### src/rtl/mlrc_pkg.sv
// Shared types and constants for the motor link response classifier.
package mlrc_pkg;

   // Number of leading packet bytes that are kept for decoding.
   localparam int HDR_DEPTH = 7;

   // Marker bytes of the link protocol.
   localparam logic [7:0] ACK_MARK  = 8'h80;
   localparam logic [7:0] NAK_MARK  = 8'hFF;
   localparam logic [7:0] POLL_LEN  = 8'h03;
   localparam logic [7:0] POLL_CMD  = 8'h00;
   localparam logic [7:0] NAK_SHORT = 8'h03;
   localparam logic [7:0] NAK_MIN   = 8'h01;
   localparam logic [7:0] NAK_MAX   = 8'h08;

   // Packet counts with a special meaning.
   localparam logic [8:0] ACK_COUNT  = 9'd3;
   localparam logic [8:0] NAK_COUNT  = 9'd7;
   localparam logic [9:0] DATA_EXTRA = 10'd3;

   // Configuration register indexes.
   typedef enum logic [1:0] {
      CSR_SENT_ADDRESS = 2'd0,
      CSR_SENT_LENGTH  = 2'd1,
      CSR_SENT_COMMAND = 2'd2
   } csr_index_type;

   // Request bytes of the transfer that was just sent.
   typedef struct packed {
      logic [7:0] sent_address;
      logic [7:0] sent_length;
      logic [7:0] sent_command;
   } cfg_type;

   // One received byte.
   typedef struct packed {
      logic [7:0] rx_byte;
      logic       last_byte;
   } req_type;

   // One classified packet.
   typedef struct packed {
      logic        packet_good;
      logic        is_ack;
      logic [3:0]  nak_code;
      logic        is_data;
      logic [7:0]  data_length;
      logic [31:0] data_word;
      logic [15:0] poll_status;
      logic [8:0]  byte_count;
   } rsp_type;

   // Running packet totals handed to the classifier.
   typedef struct packed {
      logic [7:0] byte_sum;
      logic [8:0] byte_count;
      logic       count_full;
   } pkt_stat_type;

endpackage

### src/rtl/mlrc_classify.sv
// Combinational decode of a completed packet into one result item.
module mlrc_classify
   import mlrc_pkg::*;
(
   input  cfg_type                            cfg,
   input  pkt_stat_type                       stat,
   input  logic [HDR_DEPTH-1:0][7:0]          hdr,
   output rsp_type                            result
);

   logic        good;
   logic        ack;
   logic [3:0]  nak;
   logic        dat;
   logic [31:0] dword;
   logic [15:0] poll;
   logic        nak_range;

   // Packet integrity: count, checksum and address echo.
   assign good = (stat.byte_count != 9'd0) && !stat.count_full &&
                 (stat.byte_sum == 8'd0) && (hdr[0] == cfg.sent_address);

   // Acknowledge is a three-byte packet with the ack marker.
   assign ack = (stat.byte_count == ACK_COUNT) && (hdr[1] == ACK_MARK);

   // NAK recognition; a seven-byte NAK must carry the short-form code.
   assign nak_range = (hdr[3] >= NAK_MIN) && (hdr[3] <= NAK_MAX);
   always_comb begin
      nak = 4'd0;
      if (!((stat.byte_count == NAK_COUNT) && (hdr[3] != NAK_SHORT)) &&
          (hdr[2] == NAK_MARK) && nak_range && (cfg.sent_length != 8'd0) &&
          (hdr[4] == cfg.sent_command)) begin
         nak = hdr[3][3:0];
      end
   end

   // Data packet: count matches stated length plus header, command echoes.
   assign dat = ({1'b0, stat.byte_count} == ({2'b00, hdr[1]} + DATA_EXTRA)) &&
                (hdr[2] == cfg.sent_command);

   // Data word, big-endian, with bytes past the stated length masked.
   always_comb begin
      dword = 32'd0;
      for (int i = 0; i < 4; i++) begin
         if (8'(i) < hdr[1]) begin
            dword[31-8*i -: 8] = hdr[3+i];
         end
      end
   end

   // Poll response status word.
   assign poll = ((hdr[1] == POLL_LEN) && (hdr[2] == POLL_CMD)) ?
                 {hdr[3], hdr[4]} : 16'd0;

   // Everything but the count is suppressed on a bad packet.
   always_comb begin
      result.packet_good = good;
      result.is_ack      = good && ack;
      result.nak_code    = good ? nak : 4'd0;
      result.is_data     = good && dat;
      result.data_length = (good && dat) ? hdr[1] : 8'd0;
      result.data_word   = (good && dat) ? dword : 32'd0;
      result.poll_status = good ? poll : 16'd0;
      result.byte_count  = stat.byte_count;
   end

endmodule

### src/rtl/motor_link_response_classifier_core.sv
// Top level of the motor link response classifier.
//
//   Channel  Direction  Payload                 Handshake
//   req      in         req_type (one byte)     req_valid / req_ready
//   rsp      out        rsp_type (one packet)   rsp_valid / rsp_ready
//   csr      in         index + 8-bit data      csr_valid / csr_ready
//
// One byte is accepted per cycle while req_ready is high. The packet totals
// update at the accept edge, and on the last byte the decoded result is loaded
// into the output register at that same edge unless it is stalled, so rsp_valid
// is high in the next cycle. A second output register absorbs one result while the
// first is stalled; req_ready drops only while both are full.
// Synchronous reset clears the totals, the header bytes, the registers and the
// valid flags of both output stages. The csr port is always ready.
module motor_link_response_classifier_core
   import mlrc_pkg::*;
#(
   parameter int MAX_PACKET = 256
) (
   input  logic          clock,
   input  logic          reset,
   input  logic          req_valid,
   output logic          req_ready,
   input  req_type       req_data,
   output logic          rsp_valid,
   input  logic          rsp_ready,
   output rsp_type       rsp_data,
   input  logic          csr_valid,
   output logic          csr_ready,
   input  logic [1:0]    csr_index,
   input  logic [7:0]    csr_wdata
);

   localparam int CW = $clog2(MAX_PACKET + 1);
   localparam logic [CW-1:0] MAX_CNT = CW'(MAX_PACKET);

   cfg_type                    cfg_ff, cfg_in;
   logic [7:0]                 sum_ff, sum_in;
   logic [CW-1:0]              cnt_ff, cnt_in;
   logic [HDR_DEPTH-1:0][7:0]  hdr_ff, hdr_in, hdr_now;
   logic [7:0]                 sum_now;
   logic [CW-1:0]              cnt_now;
   logic                       req_accept;
   logic                       new_result;
   pkt_stat_type               stat;
   rsp_type                    result;
   rsp_type                    out_ff, out_in, skid_ff, skid_in;
   logic                       out_valid_ff, out_valid_in;
   logic                       skid_valid_ff, skid_valid_in;

   assign req_ready  = !skid_valid_ff;
   assign req_accept = req_valid && req_ready;
   assign new_result = req_accept && req_data.last_byte;
   assign csr_ready  = 1'b1;
   assign rsp_valid  = out_valid_ff;
   assign rsp_data   = out_ff;

   // Configuration writes; unknown indexes are ignored.
   always_comb begin
      cfg_in = cfg_ff;
      if (csr_valid) begin
         case (csr_index)
            CSR_SENT_ADDRESS: cfg_in.sent_address = csr_wdata;
            CSR_SENT_LENGTH:  cfg_in.sent_length  = csr_wdata;
            CSR_SENT_COMMAND: cfg_in.sent_command = csr_wdata;
            default:          cfg_in = cfg_ff;
         endcase
      end
   end

   // Packet totals including the byte being accepted.
   always_comb begin
      sum_now = sum_ff + req_data.rx_byte;
      cnt_now = (cnt_ff < MAX_CNT) ? CW'(cnt_ff + 1'b1) : cnt_ff;
      for (int i = 0; i < HDR_DEPTH; i++) begin
         hdr_now[i] = (cnt_ff == CW'(i)) ? req_data.rx_byte : hdr_ff[i];
      end
   end

   // Totals clear after the last byte of a packet.
   always_comb begin
      sum_in = sum_ff;
      cnt_in = cnt_ff;
      hdr_in = hdr_ff;
      if (req_accept) begin
         if (req_data.last_byte) begin
            sum_in = 8'd0;
            cnt_in = '0;
            hdr_in = '0;
         end else begin
            sum_in = sum_now;
            cnt_in = cnt_now;
            hdr_in = hdr_now;
         end
      end
   end

   // Statistics of the packet as it stands with the current byte.
   always_comb begin
      stat.byte_sum   = sum_now;
      stat.byte_count = 9'(cnt_now);
      stat.count_full = (cnt_now == MAX_CNT);
   end

   mlrc_classify u_classify (
      .cfg    (cfg_ff),
      .stat   (stat),
      .hdr    (hdr_now),
      .result (result)
   );

   // Output register with one skid entry behind it.
   always_comb begin
      out_in        = out_ff;
      out_valid_in  = out_valid_ff;
      skid_in       = skid_ff;
      skid_valid_in = skid_valid_ff;
      if (!out_valid_ff) begin
         out_in       = result;
         out_valid_in = new_result;
      end else if (rsp_ready) begin
         if (skid_valid_ff) begin
            out_in        = skid_ff;
            skid_valid_in = 1'b0;
         end else begin
            out_in       = result;
            out_valid_in = new_result;
         end
      end else if (new_result) begin
         skid_in       = result;
         skid_valid_in = 1'b1;
      end
   end

   // Control and packet state.
   always_ff @(posedge clock) begin
      if (reset) begin
         cfg_ff        <= '0;
         sum_ff        <= 8'd0;
         cnt_ff        <= '0;
         hdr_ff        <= '0;
         out_valid_ff  <= 1'b0;
         skid_valid_ff <= 1'b0;
      end else begin
         cfg_ff        <= cfg_in;
         sum_ff        <= sum_in;
         cnt_ff        <= cnt_in;
         hdr_ff        <= hdr_in;
         out_valid_ff  <= out_valid_in;
         skid_valid_ff <= skid_valid_in;
      end
   end

   // Result payload.
   always_ff @(posedge clock) begin
      out_ff  <= out_in;
      skid_ff <= skid_in;
   end

endmodule

### config.mk
export PLATFORM = sky130hd
export DESIGN_NAME = motor_link_response_classifier_core
export DESIGN_NICKNAME = d
export VERILOG_FILES = /design/src/rtl/mlrc_pkg.sv /design/src/rtl/mlrc_classify.sv /design/src/rtl/motor_link_response_classifier_core.sv
export SDC_FILE = /design/constraint.sdc
export NUM_CORES = 1
export LEC_CHECK = 0
export BUFFER_PORTS_ARGS = -buffer_cell sky130_fd_sc_hd__buf_2
export CAP_MARGIN = 20
export CORE_MARGIN = 2
export CORE_UTILIZATION = 45
export DETAILED_ROUTE_END_ITERATION = 12
export SETUP_SLACK_MARGIN = 0.3
export SKIP_CTS_REPAIR_TIMING = 1
export SYNTH_ARGS = -nofsm -noshare
export SYNTH_HDL_FRONTEND = slang
export SYNTH_SLANG_ARGS = --single-unit
export TNS_END_PERCENT = 5
### constraint.sdc
create_clock -name clock -period 12 [get_ports clock]
set_input_delay 2.4 -clock clock [delete_from_list [all_inputs] [get_ports clock]]
set_output_delay 2.4 -clock clock [all_outputs]
set_load 0.05 [all_outputs]
==> metrics, run 1 <==
outcome finished clean; CTS sink cnt 243; gr busiest metal met2; internal power 1.42 mW; chip width 164 um; # nets final 1233; Rows 58; Worst VDD drop 0.0000906 V; FMAX 189 MHz; RSZ-0062 raised after global routing false; cell taking the most area after synthesis edfxtp_1; Synth async-reset ratio 0%; Synth area leaders edfxtp_1 38%, dfxtp_1 17%, nor2_1 5.9%; total power per unit cell area 145 mW/mm2; Max stage delay on crit path 0.73 ns; Hold WC Path Type reg -> reg; vias in the first global route 8287; period utilisation layout roughly 44%; crit path max-delay cell type nor2_1; DRT Pass-1 Iters 5; Pleak between 5 and 6 nW; met1 usage 33.2%; Clk pwr share 43.4%; top cells by count, synth 181 x nor2_1, 144 x edfxtp_1, 99 x dfxtp_1; delay-heaviest family, CP simple AND/OR/NAND/NOR gates; largest net degree at the start of global routing 100; Port Buffers 97; global-route wire length before repair between 40 and 50 mm; max-cap viol count 0; Avg Inst Size Synth 10.1 um2; remaining global-route overflow 0; clk slew on worst S/H paths 0.06 ns; Setup CP Type reg -> reg; CTS tree built; Clock Latency Late Sink 0.55 ns; Hold Vio Cnt, Final 0; Worst Setup End Kind flop; top cell type's share of synthesized area 37.5%; H-tree levels 1; Yosys reg bits 243; Yosys cell types 59; Slew Viols, Final 0; Root Driver clkbuf_16; worst clock skew 0.0180 ns; clk buf depth 3; Slew @ Worst Pin roughly 1.1 ns; HPWL after DPL 19.7 mm; Global Route met2 Usage 35.0%; CP arrival 5.55 ns; Mapped Area between 0.01 and 0.015 mm2; TritonCTS Buffers 27; layout overhead on the synthesized area 13.6%; WL final 30.2 mm; Routed wire per std cell 19.5 um; startpoint types flop; Starting DRT DRC Count 767; DIE AREA 0.0269 mm2; CP cell instances ha_1 > or4b_2 > nor2_1 > mux2i_1 > ha_1 > inv_1 > xnor2_1 > xnor2_1 > a211oi_1 > and4_1 > nand4_4 > buf_4 > o21ai_0; GR Layer Usage met3 2.73%; GR Util All Layers a little under a quarter; die height roughly 160 um; Placer Congestion 0.928; slew margin rel. between 20% and 30%; cells after synthesis 1142; share of cells above drive strength 1 13.8%; final setup violating endpoints 0; worst-path fanout max 82; critical path buffer and inverter count 2; switching pwr about 0.48 mW; WP data required 12.25 ns; Synth warnings 0; Boundary Pins 99; vias per inst between 5 and 6; initial antenna violation count 1; top-count cell post-synth nor2_1; register area share after synthesis between 50% and 60%; total number of vias about 8800; Tmin final 5.30 ns; core footprint about 0.025 mm2; Post-synth EDFFs 144; final core utilization 52.0%; Syn Nets 1180; Routed Antenna Nets 0; sw frac between 20% and 30%; top_reg_cell synth edfxtp_1; setup TNS 0 ns; detailed-route DRC error count 0; Initial Utilization 45.7%; Seq pwr share 47.7%; Logic pwr share 8.9%
layout by cell type, fill, tap and decap left out, drive strengths merged, types with 6 or more instances in the layout:
cell / count
buf: 108
dfxtp: 99
nand2: 90
nor2: 181
nand3: 16
nor4: 10
mux2i: 60
nand2b: 6
nor2b: 8
or3: 29
nor3: 52
ha: 13
o31ai: 30
xnor2: 31
nand4: 15
clkbuf: 30
and4: 7
a21oi: 42
edfxtp: 144
a22oi: 60
o21ai: 53
inv: 26
xor2: 14
and3: 7
clkinv: 12
area by class of cell:
| class | instances | area, um2 |
|---|---|---|
| Timing Repair Buffer | 108 | 568 |
| Clock inverter | 20 | 196 |
| Antenna cell | 1 | 2.50 |
| Inverter | 24 | 90.1 |
| Multi-Input combinational cell | 791 | 4820 |
| Sequential cell | 243 | 6310 |
| Clock buffer | 30 | 687 |
| Tap cell | 330 | 413 |
| Fill cell | 2312 | 12100 |
through the flow:
step	worst slack [ns]	std cells	cell area [um2]	hold slack [ns]	power (mW)
6_report	6.70	1547	13100	0.461	1.90
5_1_grt	6.38	1547	13100	0.499	1.97
4_1_cts	6.75	1546	13100	0.470	1.92
3_5_place_dp	6.21	1496	12200	0.462	1.09
3_3_place_gp	6.37	1496	12200	0.455	1.09
2_1_floorplan	4.14	1142	11500	0.436	1.04
power by group through the flow:
stage	Sequential [mW]	Clock, mW	Combinational [mW]
after detailed placement	0.925	0	0.169
after floorplan	0.959	0	0.0850
after CTS	0.907	0.843	0.170
after global routing	0.908	0.880	0.182
final	0.907	0.826	0.170
after global placement	0.924	0	0.168
cell families after synthesis:
logic type	Yosys count	synth area share (%)
muxes	65	5.70
buffers and inverters	108	3.62
adders and majority gates	14	1.59
and+or+nand+nor	447	18.5
DFF	243	54.7
xor gates and xnor gates	45	3.42
AOI/OAI and AO/OA	219	12.4
other	1	0.0326
layer usage:
metal,vias to the layer above,wire length (um)
met2,288,13600
met4,0,599
met5,-,0
met3,45,1590
li1,4265,-
met1,4196,14400
final timing paths:
kind	startpoint	slack (ns)	endpoint	cells past startpoint
worst max-delay path	cnt_ff[0]$_SDFFE_PP0P_	6.70	rsp_data[48]$_DFFE_PP_	13
worst min-delay path	sum_ff[0]$_SDFFE_PP0P_	0.46	sum_ff[0]$_SDFFE_PP0P_	2
worst max register to register	cnt_ff[0]$_SDFFE_PP0P_	6.70	rsp_data[48]$_DFFE_PP_	13
worst min register to register	sum_ff[0]$_SDFFE_PP0P_	0.46	sum_ff[0]$_SDFFE_PP0P_	2
worst min-delay path, delay by kind of cell (launching register included):
kind	cells	cell delay, ns
AOI/OAI and AO/OA	1	0.05
DFF	1	0.31
and+or+nand+nor	1	0.05
flip-flops by register name (all words and copies together) (netlist names):
signal and flops:
cfg_ff 24, cnt_ff 9, hdr_ff 56, rsp_data 72, rsp_valid 1, skid_ff 72, skid_valid_ff 1, sum_ff 8
Note: power is estimated with default switching activity, not from simulation.
==> inputs of run 2 (changes only) <==
--- a/config.mk
+++ b/config.mk
@@ -10,6 +10,7 @@
 export CORE_MARGIN = 2
 export CORE_UTILIZATION = 45
 export DETAILED_ROUTE_END_ITERATION = 12
+export PLACE_DENSITY = 0.65
 export SETUP_SLACK_MARGIN = 0.3
 export SKIP_CTS_REPAIR_TIMING = 1
 export SYNTH_ARGS = -nofsm -noshare
==> constraint.sdc (replaced) <==
create_clock -name clock -period 4.67 [get_ports clock]
set_input_delay 0.934 -clock clock [delete_from_list [all_inputs] [get_ports clock]]
set_output_delay 0.934 -clock clock [all_outputs]
set_load 0.05 [all_outputs]
==> metrics, run 2 (same netlist as run 1, synthesis figures left out) <==
Max stage delay on crit path 0.97 ns; core footprint 0.0252 mm2; final setup violating endpoints 0; Starting DRT DRC Count 708; CTS tree built; vias in the first global route between 8000 and 9000; WL final around 30 mm; Initial Utilization 45.7%; critical path buffer and inverter count 0; Slew @ Worst Pin approximately 1.1 ns; die height about 160 um; total power per unit cell area 374 mW/mm2; worst r2r dst rsp_data[68]$_DFFE_PP_; Rows 58; FILL cells between 2000 and 2500; Worst R2R Path Depth 7; design area 0.0133 mm2; detailed-route DRC error count 0; period utilisation layout a little under nine tenths; Placer Congestion 0.898; CTS sink cnt 243; Port Buffers 97; slew margin rel. 27.6%; Routed Antenna Nets 0; delay-heaviest family, CP simple AND/OR/NAND/NOR gates; clk slew on worst S/H paths around 0.06 ns; slack of the worst reg-to-reg path between 0.6 and 0.7 ns; Tmin final 3.99 ns; DRT Pass-1 Iters 5; Boundary Pins 99; Worst VDD drop 0.000328 V; most common cell after layout, fill and taps aside nor2_1; final core utilization 53.0%; Routed wire per std cell 19.2 um; chip width ~160 um; Hold WC Path Type reg -> reg; DIE AREA 0.0269 mm2; outcome finished clean; GR Util All Layers ~22%; H-tree levels 1; worst-path fanout max 15; setup TNS 0 ns; Slew Viols, Final 0; Worst Setup End Kind flop; most frequent cells in the layout 179 x nor2_1, 144 x edfxtp_1, 98 x dfxtp_1; clk buf depth 3; remaining global-route overflow 0; n_diodes 0; layout overhead on the synthesized area 15.8%; HPWL after DPL 19.9 mm; Placement Cell Area 0.0124 mm2; largest net degree at the start of global routing 100; CP arrival around 4.3 ns; # nets final ~1300; Pleak 5.23 nW; worst clock skew 0.0133 ns; startpoint types flop; CP cell instances or4_1 > or4b_2 > mux2i_1 > xnor2_1 > nor3_1 > nand4_1 > o31ai_1; global-route wire length before repair 46.9 mm; cell count of the worst hold path 2; max-cap viol count 0; initial antenna violation count 0; FMAX 251 MHz; Hold Vio Cnt, Final 0; Setup CP Type reg -> reg; share of cells above drive strength 1 ~15%; Clock Latency Late Sink 0.54 ns; crit path max-delay cell type or4b_2; RR Startpoint cnt_ff[5]$_SDFFE_PP0P_; vias per inst roughly 5.7; HP Start sum_ff[0]$_SDFFE_PP0P_; WP data required approximately 5.0 ns; TritonCTS Buffers 26; Root Driver clkbuf_16; worst hold endpoint sum_ff[0]$_SDFFE_PP0P_; total number of vias 8971; RSZ-0062 raised after global routing false
==> run 2: cell types whose count changed in the layout (fill, tap and decap cells not counted), sizes merged <==
cell      before  now
clkbuf        30   35
diode          1    0
clkinvlp       3    0
buf          108  131
inv           26   24
clkinv        12    6
bufinv         3    6
==> run 2: cell type report <==
type / instances / area [um2] / share of cell area (%)
Timing Repair Buffer: 132 / 778 / 5.83
Sequential cell: 243 / 6310 / 47.3
Tap cell: 330 / 413 / 3.09
Multi-Input combinational cell: 791 / 4830 / 36.2
Clock buffer: 34 / 701 / 5.25
Clock inverter: 12 / 218 / 1.63
Inverter: 24 / 90.1 / 0.675
==> run 2: routing by layer <==
layer	track usage, %	wire length [um]	up-vias
met1	32.5	13900	4294
met4	5.38	620	0
li1	-	-	4296
met2	34.6	13500	340
met5	0	0	-
met3	3.41	2060	41
==> run 2: worst max path at each step <==
stage / to / from / slack (ns) / depth (start not counted)
after floorplan: rsp_data[59]$_DFFE_PP_ / cnt_ff[0]$_SDFFE_PP0P_ / 0.88 / 14
after global placement: skid_ff[29]$_DFFE_PP_ / req_data[1] / 0.50 / 12
after detailed placement: rsp_data[27]$_DFFE_PP_ / req_data[1] / 0.39 / 12
after CTS: skid_ff[42]$_DFFE_PP_ / cnt_ff[0]$_SDFFE_PP0P_ / 0.42 / 13
after global routing: rsp_data[66]$_DFFE_PP_ / cnt_ff[5]$_SDFFE_PP0P_ / 0.40 / 7
final: rsp_data[68]$_DFFE_PP_ / cnt_ff[5]$_SDFFE_PP0P_ / 0.68 / 7
==> run 2: worst register-to-register path, stage by stage (launching register included) <==
cell and delay [ns]:
dfxtp_1 0.38, or4_1 0.75, or4b_2 0.97, mux2i_1 0.61, xnor2_1 0.13, nor3_1 0.36
nand4_1 0.32, o31ai_1 0.30
==> run 2: report_power, final <==
part | switching (mW) | total [mW] | internal [mW]
Clock | 0.826 | 2.21 | 1.38
Combinational | 0.329 | 0.448 | 0.119
Sequential | 0.0263 | 2.33 | 2.30
Total | 1.18 | 4.99 | 3.80
==> run 2: stage by stage <==
stage               setup WS (ns)  instances  power [mW]  hold WS (ns)
global placement            0.498       1517        2.82         0.457
CTS                         0.424       1563        5.02         0.472
detailed placement          0.389       1517        2.82         0.464
global route                0.401       1566        5.15         0.502
finish                      0.682       1566        4.99         0.465
floorplan                   0.876       1142        2.68         0.436
==> inputs of run 3 (changes only) <==
--- a/config.mk
+++ b/config.mk
@@ -10,7 +10,6 @@
 export CORE_MARGIN = 2
 export CORE_UTILIZATION = 45
 export DETAILED_ROUTE_END_ITERATION = 12
-export PLACE_DENSITY = 0.65
 export SETUP_SLACK_MARGIN = 0.3
 export SKIP_CTS_REPAIR_TIMING = 1
 export SYNTH_ARGS = -nofsm -noshare
==> constraint.sdc (replaced) <==
create_clock -name clock -period 3.95 [get_ports clock]
set_input_delay 0.79 -clock clock [delete_from_list [all_inputs] [get_ports clock]]
set_output_delay 0.79 -clock clock [all_outputs]
set_load 0.05 [all_outputs]
==> metrics, run 3 (same netlist as run 1, synthesis figures left out) <==
outcome finished clean; CTS tree built; H-tree levels 1; global-route wire length before repair 47.9 mm; Pleak about 5.3 nW; Hold WC Path Type reg -> reg; share of cells above drive strength 1 17.6%; Setup CP Type reg -> reg; worst clock skew 0.0129 ns; total number of vias approximately 9000; cell count of the worst hold path 2; Rows 58; Slew @ Worst Pin 1.01 ns; Initial Utilization between 40% and 50%; Worst VDD drop 0.000320 V; DRT Pass-1 Iters 7; Starting DRT DRC Count 748; max-cap viol count 0; Root Driver clkbuf_16; core footprint around 0.025 mm2; Seq pwr share 47.5%; DIE AREA 0.0269 mm2; Tmin final 3.50 ns; Slew Viols, Final 0; HPWL after DPL 20.7 mm; critical path depth 11; vias per inst 5.65; chip width 164 um; GR Util All Layers 22.6%; Worst R2R Path Depth 11; slack of the worst reg-to-reg path 0.45 ns; n_diodes 0; clk slew on worst S/H paths 0.06 ns; CP cell instances buf_4 > ha_1 > nor2b_1 > and2_1 > xor2_1 > xnor2_1 > a211o_1 > a22oi_1 > nand4_4 > buf_4 > o31ai_1; crit path max-delay cell type xor2_1; layout overhead on the synthesized area 17.4%; placed insts 1544; Placer Congestion between 0.9 and 1; Crit path top cell by count buf_4; WP data required roughly 4.3 ns; final setup violating endpoints 0; critical path buffer and inverter count 2; Port Buffers between 90 and 100; Routed Antenna Nets 0; CTS sink cnt approximately 240; WL final 30.5 mm; delay-heaviest family, CP compound AO/OA/AOI/OAI gates; switching pwr 1.47 mW; most frequent cells in the layout 179 x nor2_1, 144 x edfxtp_1, 99 x dfxtp_1; # nets final 1281; Post-Layout Cell Count 1594; Clock Latency Late Sink 0.55 ns; TritonCTS Buffers 27; FMAX between 200 and 300 MHz; sw frac between 20% and 30%; startpoint types flop; largest net degree at the start of global routing around 70; internal power 4.34 mW; Routed wire per std cell about 19 um; Hold Vio Cnt, Final 0; Logic pwr share a little under a tenth; total power per unit cell area between 400 and 500 mW/mm2; setup TNS 0 ns; die height 164 um; Worst Setup End Kind flop; slew margin rel. 32.8%; most common cell after layout, fill and taps aside nor2_1; Boundary Pins approximately 100; initial antenna violation count 0; CP arrival 3.86 ns; remaining global-route overflow 0; clk buf depth 3; worst-path fanout max 20; detailed-route DRC error count 0; RSZ-0062 raised after global routing true; final core utilization 53.7%; Max stage delay on crit path 0.48 ns; Clk pwr share 43.1%; period utilisation layout around 89%; vias in the first global route approximately 8500
[run 3: cell types whose count changed in the layout (fill, tap and decap cells not counted), sizes merged]
| cell | previous run | this run |
|---|---|---|
| buf | 131 | 156 |
| clkbuf | 35 | 40 |
| bufinv | 6 | 2 |
| inv | 24 | 26 |
| clkinvlp | 0 | 1 |
| clkinv | 6 | 5 |
[run 3: cell type report]
type                            count  area (um2)
Clock buffer                       40         754
Clock inverter                     10         119
Fill cell                        2276       11700
Inverter                           24        90.1
Multi-Input combinational cell    791        4870
Sequential cell                   243        6310
Tap cell                          330         413
Timing Repair Buffer              156         966
[run 3: power groups by stage]
stage	registers (mW)	clock network [mW]	logic (mW)
6_report	2.75	2.50	0.548
5_1_grt	2.76	2.64	0.589
4_1_cts	2.75	2.55	0.545
3_5_place_dp	2.81	0	0.543
3_3_place_gp	2.81	0	0.542
2_1_floorplan	2.91	0	0.259
[run 3: per-layer routing]
metal	wire, um	vias to the layer above	global-route usage, %
met1	14300	4319	32.7
met5	0	-	0
met3	1720	57	3.28
met4	825	0	6.58
met2	13600	271	35.4
li1	-	4367	-
[run 3: tightest hold or removal path, cell delays in order (launching register included)]
cell,delay [ns]
dfxtp_1,0.31
nand2_1,0.05
a21oi_1,0.05
[run 3: path summary, 6_finish.rpt]
path | startpoint | endpoint
worst max-delay path | cnt_ff[0]$_SDFFE_PP0P_ | rsp_data[57]$_DFFE_PP_
worst min-delay path | sum_ff[0]$_SDFFE_PP0P_ | sum_ff[0]$_SDFFE_PP0P_
worst max register to register | cnt_ff[0]$_SDFFE_PP0P_ | rsp_data[57]$_DFFE_PP_
worst min register to register | sum_ff[0]$_SDFFE_PP0P_ | sum_ff[0]$_SDFFE_PP0P_
[run 3: per-stage QoR]
step,cell area [um2],setup slack (ns),hold slack (ns),power (mW)
finish,13500,0.451,0.457,5.80
global route,13500,0.235,0.457,5.99
CTS,13500,0.0538,0.447,5.84
detailed placement,12600,0.108,0.452,3.35
global placement,12600,0.122,0.445,3.35
floorplan,11500,0.156,0.436,3.17
